### config.mk
export PLATFORM = sky130hd
export DESIGN_NAME = wildcard_byte_signature_scan_unit
export DESIGN_NICKNAME = d
export VERILOG_FILES = /design/src/rtl/wbss_pkg.sv /design/src/rtl/wbss_csr.sv /design/src/rtl/wbss_window.sv /design/src/rtl/wbss_result.sv /design/src/rtl/wildcard_byte_signature_scan_unit.sv
export SDC_FILE = /design/constraint.sdc
export NUM_CORES = 2
export LEC_CHECK = 0
export BUFFER_PORTS_ARGS = -buffer_cell sky130_fd_sc_hd__buf_2
export CAP_MARGIN = 20
export CORE_MARGIN = 10
export CORE_UTILIZATION = 40
export DETAILED_ROUTE_END_ITERATION = 10
export GPL_TIMING_DRIVEN = 0
export PLACE_DENSITY = 0.52
export SYNTH_ARGS = -nofsm -noshare
export SYNTH_HDL_FRONTEND = slang
export SYNTH_SLANG_ARGS = --single-unit
### constraint.sdc
create_clock -name clock -period 17.2 [get_ports clock]
set_input_delay 1.72 -clock clock [delete_from_list [all_inputs] [get_ports clock]]
set_output_delay 1.72 -clock clock [all_outputs]
set_load 0.02 [all_outputs]
### src/rtl/wbss_pkg.sv
// ----------------------------------------------------------------------------
// wbss_pkg
// Shared types and constants for the wildcard byte signature scan unit.
// ----------------------------------------------------------------------------
`default_nettype none

package wbss_pkg;

   // Sizing
   localparam int MAX_PATTERN  = 32;                        // longest pattern in bytes
   localparam int OFFSET_BITS  = 32;                        // byte offset counter width
   localparam int WINDOW_DEPTH = MAX_PATTERN;               // newest bytes kept
   localparam int LEN_BITS     = $clog2(MAX_PATTERN + 1);   // holds 1..MAX_PATTERN
   localparam int ADDR_BITS    = 64;
   localparam int PAT_WORDS    = 4;                         // pattern registers
   localparam int PAT_BYTES    = PAT_WORDS * 8;
   localparam int PAT_IDX_BITS = $clog2(PAT_BYTES);
   localparam int RAW_LEN_BITS = 6;                         // pattern_length field width
   localparam int CSR_IDX_BITS = 3;

   localparam logic [7:0] WILDCARD_BYTE = 8'h2A;

   // Result status codes
   localparam logic [1:0] STATUS_FOUND = 2'd0;
   localparam logic [1:0] STATUS_NONE  = 2'd1;
   localparam logic [1:0] STATUS_SHORT = 2'd2;

   // Register map
   localparam logic [CSR_IDX_BITS-1:0] REG_BASE_ADDRESS   = 3'd0;
   localparam logic [CSR_IDX_BITS-1:0] REG_PATTERN_WORD_0 = 3'd1;
   localparam logic [CSR_IDX_BITS-1:0] REG_PATTERN_WORD_1 = 3'd2;
   localparam logic [CSR_IDX_BITS-1:0] REG_PATTERN_WORD_2 = 3'd3;
   localparam logic [CSR_IDX_BITS-1:0] REG_PATTERN_WORD_3 = 3'd4;
   localparam logic [CSR_IDX_BITS-1:0] REG_PATTERN_LENGTH = 3'd5;

   // Input transaction
   typedef struct packed {
      logic [7:0] mem_byte;
      logic       last_byte;
   } req_type;

   // Result transaction
   typedef struct packed {
      logic [1:0]           status;
      logic [ADDR_BITS-1:0] match_address;
   } rsp_type;

   // Configuration view; length is already clamped to 1..MAX_PATTERN
   typedef struct packed {
      logic [ADDR_BITS-1:0]       base_address;
      logic [PAT_BYTES-1:0][7:0]  pattern;
      logic [LEN_BITS-1:0]        length;
   } cfg_type;

   // Scan stage to result stage
   typedef struct packed {
      logic [1:0]             status;
      logic [OFFSET_BITS-1:0] offset;
   } hit_type;

endpackage

`default_nettype wire

### src/rtl/wbss_csr.sv
// ----------------------------------------------------------------------------
// wbss_csr
// Configuration registers: base address, pattern bytes and pattern length.
// ----------------------------------------------------------------------------
`default_nettype none

module wbss_csr (
   input  wire logic                              clock,
   input  wire logic                              reset,
   input  wire logic                              csr_valid,
   output logic                                   csr_ready,
   input  wire logic [wbss_pkg::CSR_IDX_BITS-1:0] csr_index,
   input  wire logic [63:0]                       csr_wdata,
   output wbss_pkg::cfg_type                      cfg
);

   logic [wbss_pkg::ADDR_BITS-1:0]      base_ff;
   logic [wbss_pkg::PAT_BYTES-1:0][7:0] pattern_ff;
   logic [wbss_pkg::LEN_BITS-1:0]       length_ff;
   logic [wbss_pkg::LEN_BITS-1:0]       length_in;
   logic [wbss_pkg::RAW_LEN_BITS-1:0]   raw_len;
   logic                                write_en;

   // Writes are always taken
   assign csr_ready = 1'b1;
   assign write_en  = csr_valid && csr_ready;

   // Clamp the written length to 1..MAX_PATTERN
   assign raw_len = csr_wdata[wbss_pkg::RAW_LEN_BITS-1:0];
   always_comb begin
      if (raw_len == '0) begin
         length_in = wbss_pkg::LEN_BITS'(1);
      end else if (raw_len > wbss_pkg::RAW_LEN_BITS'(wbss_pkg::MAX_PATTERN)) begin
         length_in = wbss_pkg::LEN_BITS'(wbss_pkg::MAX_PATTERN);
      end else begin
         length_in = wbss_pkg::LEN_BITS'(raw_len);
      end
   end

   // Register file; unlisted indexes are dropped
   always_ff @(posedge clock) begin
      if (reset) begin
         base_ff    <= '0;
         pattern_ff <= '0;
         length_ff  <= wbss_pkg::LEN_BITS'(1);
      end else if (write_en) begin
         unique case (csr_index)
            wbss_pkg::REG_BASE_ADDRESS:   base_ff          <= csr_wdata;
            wbss_pkg::REG_PATTERN_WORD_0: pattern_ff[7:0]   <= csr_wdata;
            wbss_pkg::REG_PATTERN_WORD_1: pattern_ff[15:8]  <= csr_wdata;
            wbss_pkg::REG_PATTERN_WORD_2: pattern_ff[23:16] <= csr_wdata;
            wbss_pkg::REG_PATTERN_WORD_3: pattern_ff[31:24] <= csr_wdata;
            wbss_pkg::REG_PATTERN_LENGTH: length_ff         <= length_in;
            default: ;
         endcase
      end
   end

   assign cfg.base_address = base_ff;
   assign cfg.pattern      = pattern_ff;
   assign cfg.length       = length_ff;

endmodule

`default_nettype wire

### src/rtl/wbss_window.sv
// ----------------------------------------------------------------------------
// wbss_window
// Byte window, offset counter and parallel wildcard compare for each byte.
// ----------------------------------------------------------------------------
`default_nettype none

module wbss_window (
   input  wire logic              clock,
   input  wire logic              reset,
   input  wire logic              req_valid,
   output logic                   req_stall,
   input  wire wbss_pkg::req_type req_payload,
   input  wire wbss_pkg::cfg_type cfg,
   output logic                   hit_valid,
   output wbss_pkg::hit_type      hit,
   input  wire logic              hit_take
);

   logic [wbss_pkg::WINDOW_DEPTH-1:0][7:0] window_ff;
   logic [wbss_pkg::WINDOW_DEPTH-1:0][7:0] window_in;
   logic [wbss_pkg::OFFSET_BITS-1:0]       offset_ff;
   logic [wbss_pkg::OFFSET_BITS-1:0]       offset_in;
   logic                                   done_ff;
   logic                                   hit_valid_ff;
   wbss_pkg::hit_type                      hit_ff;
   wbss_pkg::hit_type                      hit_in;
   logic [wbss_pkg::WINDOW_DEPTH-1:0]      byte_ok;
   logic                                   window_hit;
   logic                                   found;
   logic                                   emit;
   logic                                   a_ready;
   logic                                   accept;

   localparam logic [wbss_pkg::OFFSET_BITS-1:0] OFFSET_MAX = '1;

   // Handshake: free slot, or the result stage drains it this cycle
   assign a_ready   = !hit_valid_ff || hit_take;
   assign req_stall = !a_ready;
   assign accept    = req_valid && a_ready;

   // Window after the new byte is shifted in (index 0 is newest)
   always_comb begin
      window_in[0] = req_payload.mem_byte;
      for (int j = 1; j < wbss_pkg::WINDOW_DEPTH; j++) begin
         window_in[j] = window_ff[j-1];
      end
   end

   // Saturating byte count
   assign offset_in = (offset_ff == OFFSET_MAX) ? offset_ff : offset_ff + 1'b1;

   // Window slot j pairs with pattern byte length-1-j
   always_comb begin
      logic [wbss_pkg::LEN_BITS-1:0] k;
      logic [7:0]                    pb;
      logic                          in_use;
      for (int j = 0; j < wbss_pkg::WINDOW_DEPTH; j++) begin
         in_use     = wbss_pkg::LEN_BITS'(j) < cfg.length;
         k          = cfg.length - wbss_pkg::LEN_BITS'(1) - wbss_pkg::LEN_BITS'(j);
         pb         = cfg.pattern[wbss_pkg::PAT_IDX_BITS'(k)];
         byte_ok[j] = !in_use || (pb == wbss_pkg::WILDCARD_BYTE) || (pb == window_in[j]);
      end
   end
   assign window_hit = &byte_ok;

   // Result decision
   assign found = (offset_in >= wbss_pkg::OFFSET_BITS'(cfg.length)) && window_hit;
   assign emit  = !done_ff && (found || req_payload.last_byte);

   always_comb begin
      hit_in.offset = offset_in;
      if (found) begin
         hit_in.status = wbss_pkg::STATUS_FOUND;
      end else if (offset_in < wbss_pkg::OFFSET_BITS'(cfg.length)) begin
         hit_in.status = wbss_pkg::STATUS_SHORT;
      end else begin
         hit_in.status = wbss_pkg::STATUS_NONE;
      end
   end

   // Search state; the last byte rearms
   always_ff @(posedge clock) begin
      if (reset) begin
         window_ff    <= '0;
         offset_ff    <= '0;
         done_ff      <= 1'b0;
         hit_valid_ff <= 1'b0;
      end else begin
         if (a_ready) begin
            hit_valid_ff <= accept && emit;
         end
         if (accept) begin
            if (req_payload.last_byte) begin
               window_ff <= '0;
               offset_ff <= '0;
               done_ff   <= 1'b0;
            end else if (!done_ff) begin
               window_ff <= window_in;
               offset_ff <= offset_in;
               if (found) begin
                  done_ff <= 1'b1;
               end
            end
         end
      end
   end

   // Hit payload
   always_ff @(posedge clock) begin
      if (accept) begin
         hit_ff <= hit_in;
      end
   end

   assign hit_valid = hit_valid_ff;
   assign hit       = hit_ff;

endmodule

`default_nettype wire

### src/rtl/wbss_result.sv
// ----------------------------------------------------------------------------
// wbss_result
// Forms the match address and holds the result transaction for the consumer.
// ----------------------------------------------------------------------------
`default_nettype none

module wbss_result (
   input  wire logic              clock,
   input  wire logic              reset,
   input  wire logic              hit_valid,
   input  wire wbss_pkg::hit_type hit,
   output logic                   hit_take,
   input  wire wbss_pkg::cfg_type cfg,
   output logic                   rsp_valid,
   input  wire logic              rsp_stall,
   output wbss_pkg::rsp_type      rsp_payload
);

   logic                             rsp_valid_ff;
   wbss_pkg::rsp_type                rsp_ff;
   wbss_pkg::rsp_type                rsp_in;
   logic [wbss_pkg::OFFSET_BITS-1:0] start;
   logic                             load;

   // Output register is free or being emptied
   assign hit_take = !rsp_valid_ff || !rsp_stall;
   assign load     = hit_valid && hit_take;

   // Match start = count - length, address = base + start
   assign start = hit.offset - wbss_pkg::OFFSET_BITS'(cfg.length);

   always_comb begin
      rsp_in.status = hit.status;
      if (hit.status == wbss_pkg::STATUS_FOUND) begin
         rsp_in.match_address = cfg.base_address + wbss_pkg::ADDR_BITS'(start);
      end else begin
         rsp_in.match_address = '0;
      end
   end

   always_ff @(posedge clock) begin
      if (reset) begin
         rsp_valid_ff <= 1'b0;
      end else if (hit_take) begin
         rsp_valid_ff <= hit_valid;
      end
   end

   always_ff @(posedge clock) begin
      if (load) begin
         rsp_ff <= rsp_in;
      end
   end

   assign rsp_valid   = rsp_valid_ff;
   assign rsp_payload = rsp_ff;

endmodule

`default_nettype wire

### src/rtl/wildcard_byte_signature_scan_unit.sv
// ----------------------------------------------------------------------------
// wildcard_byte_signature_scan_unit
// Streams a memory region byte by byte and reports the first wildcard match.
// ----------------------------------------------------------------------------
// The unit takes one region byte per clock while nothing stalls and returns
// one result per search, for the byte that completes the first match or,
// failing that, for the byte flagged last_byte, via the scan and result stage
// registers. The new byte is compared against every pattern position at once
// in the scan stage, and the match address is formed in the following result
// stage. Result-side stall backs up both stages. Program the pattern and base
// address while no search is in flight; 0x2A in the pattern is a wildcard.
// ----------------------------------------------------------------------------
`default_nettype none

module wildcard_byte_signature_scan_unit (
   input  wire logic                              clock,
   input  wire logic                              reset,
   input  wire logic                              req_valid,
   output logic                                   req_stall,
   input  wire wbss_pkg::req_type                 req_payload,
   output logic                                   rsp_valid,
   input  wire logic                              rsp_stall,
   output wbss_pkg::rsp_type                      rsp_payload,
   input  wire logic                              csr_valid,
   output logic                                   csr_ready,
   input  wire logic [wbss_pkg::CSR_IDX_BITS-1:0] csr_index,
   input  wire logic [63:0]                       csr_wdata
);

   wbss_pkg::cfg_type cfg;
   wbss_pkg::hit_type hit;
   logic              hit_valid;
   logic              hit_take;

   // Configuration registers
   wbss_csr u_csr (
      .clock     (clock),
      .reset     (reset),
      .csr_valid (csr_valid),
      .csr_ready (csr_ready),
      .csr_index (csr_index),
      .csr_wdata (csr_wdata),
      .cfg       (cfg)
   );

   // Scan stage
   wbss_window u_window (
      .clock       (clock),
      .reset       (reset),
      .req_valid   (req_valid),
      .req_stall   (req_stall),
      .req_payload (req_payload),
      .cfg         (cfg),
      .hit_valid   (hit_valid),
      .hit         (hit),
      .hit_take    (hit_take)
   );

   // Result stage
   wbss_result u_result (
      .clock       (clock),
      .reset       (reset),
      .hit_valid   (hit_valid),
      .hit         (hit),
      .hit_take    (hit_take),
      .cfg         (cfg),
      .rsp_valid   (rsp_valid),
      .rsp_stall   (rsp_stall),
      .rsp_payload (rsp_payload)
   );

endmodule

`default_nettype wire

==> run summary <==
Finish
- 12.4% — signed area change from the synthesized netlist to the final layout
- 54,700 sq um — post-layout instance area
- 11,900 — fill cell count
- 5,948 — final-stage net count
- 31,500 sq um — total area of multi-input combinational cells
- 15,200 sq um — total area of sequential cells
- 45.5% — Final Core Density
- 12.4% — layout cells sized above 1

Pwr
- 4.34 mW — total design power
- 21.7 nW — standby leakage power
- 40.0% — register share of total power
- 31.9% — switching power share of the total
- 41.0% — part of the total power dissipated in the clock network
- 1.38 mW — net switching power
- 2.96 mW — internal power component
- 18.9% — Logic pwr share
- 79.4 nW/um^2 — total power density per cell area
- 74.9 uV — Worst VDD drop

Setup path
- 10 — largest fanout on the critical path
- flip-flop — Setup crit end kind
- flip-flop to flip-flop — type of the worst setup path
- 980 ps — longest individual stage delay on the worst path
- 24 — logic depth of the worst register-to-register path
- u_csr.length_ff[0] — RR Startpoint
- 10,300 ps — Worst EP arrival
- 17,670 ps — data required time at the worst endpoint
- 10 — count of buffer and inverter cells on the critical path
- 7370 ps — flop-to-flop setup slack
- buffers and inverters — CP delay by family, top
- flip-flop — nature of the critical path startpoint
- u_window.hit[33] — endpoint of the most critical register-to-register path
- sky130_fd_sc_hd__mux2i_1 — library cell contributing the largest single delay on the critical path
- buf_2, inv_2, buf_2, buf_2, buf_1, ha_1, buf_4, buf_4, buf_4, buf_4, buf_2, mux2i_1, mux2i_1, mux2i_1, mux2i_1, xnor2_1, nand4_1, nor2_1, nor3b_1, o21ai_0, nand4b_1, nor4b_2, nand4_1, and2_1 — critical path cell sequence

Clock tree
- 0 — post-CTS resize count
- 709 — total number of clock tree sinks
- 740 ps — clock latency of the later-clocked register in the worst-skew pair
- 3 — Bufs on Longest Clock Path
- 0 — count of hold buffers inserted by post-cts repair
- sky130_fd_sc_hd__clkbuf_16 — clock root buffer master
- 60 ps — CTS clk-pin slew, worst paths
- 80 — CTS Buf Count
- 3 — H-tree depth reported by CTS
- yes — TritonCTS clock tree
- 0 — postcts setup bufs

Timing
- 9830 ps — Period minus WS final
- 0 — final hold violations
- 29.0 ps — Worst Skew
- 0 — # setup viols final
- 102 MHz — peak clock frequency supported by timing
- 470 ps — worst hold slack after final layout
- 57.1% — final clock period utilization by the worst path
- 0 — count of pins over their slew limit
- false — RSZ-0062 raised after global routing
- 1310 ps — Least-Margin Pin Slew
- 10.4% — relative slew slack
- 0 ps — total negative setup slack

GRT
- 30 — largest net degree at the start of global routing
- 44,500 — vias in the first global route
- 40.8% — all-layer global routing usage
- 384,000 um — global-route wire length before repair
- 0 — final global-route overflow total
- 28 — antenna violations before repair

Logic synthesis
- 110 — post-synthesis cell type count
- 5,539 — Post-Syn Instances
- 31.2% — share of synthesized area occupied by flip-flops and latches
- 25.1% — area share of the largest cell type after synthesis
- 0 — count of yosys warnings during synthesis
- 0% — fraction of registers with async set or reset after synthesis
- 48,700 sq um — Post-Syn Area
- sky130_fd_sc_hd__dfxtp_1, sky130_fd_sc_hd__mux2i_1, sky130_fd_sc_hd__nand2_1 — leading cell types by total area after synthesis
- 8.78 sq um — Mapped Avg Cell Area
- sky130_fd_sc_hd__dfxtp_1 — Synth area leader
- 5,670 — synthesized netlist net count
- 100 — number of flops mapped to enable cells by yosys
- 709 — flops & latches, synth
- sky130_fd_sc_hd__dfxtp_1 — Most used DFF post-synth

Route
- 0 — Post-route DRC
- 6.50 — detail-routed via count per cell
- 38.6 um — average detailed-routed wire length per instance
- 7 — drt first pass iters
- 0 — final antenna-violating net count
- 7,115 — Initial DRC Count
- 48,800 — via count of the routed design
- 290,000 um — WL final

Outcome
- finished clean — outcome

Worst hold path
- 2 — worst hold stages
- flip-flop to flip-flop — worst min-delay path category
- u_csr.base_ff[22] — end point of the most critical hold path
- u_csr.base_ff[22] — startpoint of the lowest-slack hold path

Placed design
- 147 — count of buffers inserted at the top-level ports
- 51,800 sq um — placed standard-cell area
- 241,000 um — placed wire-length estimate
- 1.11 — placer congestion estimate

Floorplanning
- 127 — count of standard-cell rows
- 369 um — horizontal die dimension
- 136,000 sq um — die footprint
- 120,000 sq um — core area
- 150 — number of primary I/O pins
- 40.4% — initial core utilization
- 369 um — floorplan die height

Job
- 0 — reported max-cap violation count

[logic make-up after synthesis]
logic type	after synthesis	synth area share, %
flops	709	31.2
mux	891	22.1
xor+xnor	585	10.7
fa+ha+maj	50	1.32
other cells	1	0.00771
buf+inv	412	4.04
compound gates	1050	13.6
simple gates	1841	17.0
[per-layer routing]
metal / track usage (%) / wire (um) / vias up
met5: 0 / 132 / -
met2: 58.1 / 117000 / 3212
met3: 15.4 / 36800 / 712
met4: 22.4 / 19200 / 14
li1: - / - / 20600
met1: 52.8 / 117000 / 24300
[worst min-delay path, delay by kind of cell, from the launching register on]
kind	cells	cell delay [ps]
compound gates	1	50
simple gates	1	50
flops	1	310
[stage by stage]
stage / std cells / setup slack, ps
after floorplan: 5539 / 10080
after global placement: 7298 / 7140
after detailed placement: 7328 / 7530
after CTS: 7475 / 7510
after global routing: 7497 / 7580
final: 7505 / 7370
[cells in the final DEF, fill, tap and decap left out, types with 131 or more instances in the layout]
master                       n
sky130_fd_sc_hd__a21oi_1   458
sky130_fd_sc_hd__mux2i_1   653
sky130_fd_sc_hd__nand2_1   829
sky130_fd_sc_hd__mux4_2    131
sky130_fd_sc_hd__xnor2_1   317
sky130_fd_sc_hd__xor2_1    260
sky130_fd_sc_hd__nor2_1    475
sky130_fd_sc_hd__dfxtp_1   609
sky130_fd_sc_hd__buf_2     215
sky130_fd_sc_hd__a22oi_1   270
sky130_fd_sc_hd__clkbuf_1  248
[power groups by stage]
stage               registers, mW  logic [mW]  clock network, mW
finish                       1.74       0.822               1.78
global route                 1.74       0.836               1.85
CTS                          1.74       0.778               1.79
detailed placement           1.77       0.776                  0
global placement             1.77       0.770                  0
floorplan                    1.77       0.446                  0
[worst max path at each step]
stage | to | start | cells after the start
floorplan | u_result.rsp_payload[0] | rsp_stall | 1
global placement | u_result.rsp_payload[59] | rsp_stall | 2
detailed placement | u_window.hit[33] | u_csr.length_ff[0] | 24
CTS | u_window.hit[33] | u_csr.length_ff[0] | 24
global route | u_window.hit[33] | u_csr.length_ff[0] | 24
finish | u_window.hit[33] | u_csr.length_ff[0] | 24
[synthesized netlist by cell type (all sizes together), types with 11 or more instances]
library cell / count
a211oi: 24
a21boi: 11
a21o: 26
a21oi: 459
a22oi: 270
a31oi: 24
and2: 22
and3: 32
and4: 11
buf: 143
clkbuf: 231
dfxtp: 609
edfxtp: 100
ha: 48
inv: 37
mux2: 100
mux2i: 658
mux4: 133
nand2: 830
nand2b: 20
nand3: 79
nand4: 92
nor2: 480
nor2b: 25
nor3: 87
nor3b: 11
nor4: 76
o211ai: 16
o21a: 12
o21ai: 110
or3: 18
xnor2: 323
xor2: 262
[state kept, by name, indices dropped and copies added, names as in the netlist, 6 cells and up]
register / count
u_csr.cfg: 256
u_window.window_ff: 248
u_result.rsp_payload: 66
u_csr.base_ff: 64
u_window.hit: 34
u_window.offset_ff: 32
u_csr.length_ff: 6
[area by class of cell]
| class | instances | share of cell area (%) |
|---|---|---|
| Multi-Input combinational cell | 4418 | 57.6 |
| Sequential cell | 709 | 27.8 |
| Clock buffer | 111 | 4.13 |
| Tap cell | 1612 | 3.69 |
| Buffer | 374 | 3.34 |
| Timing Repair Buffer | 196 | 2.33 |
| Clock inverter | 36 | 0.773 |
| Inverter | 38 | 0.261 |
| Antenna cell | 11 | 0.0503 |
Power figures use the tool's default switching activity.
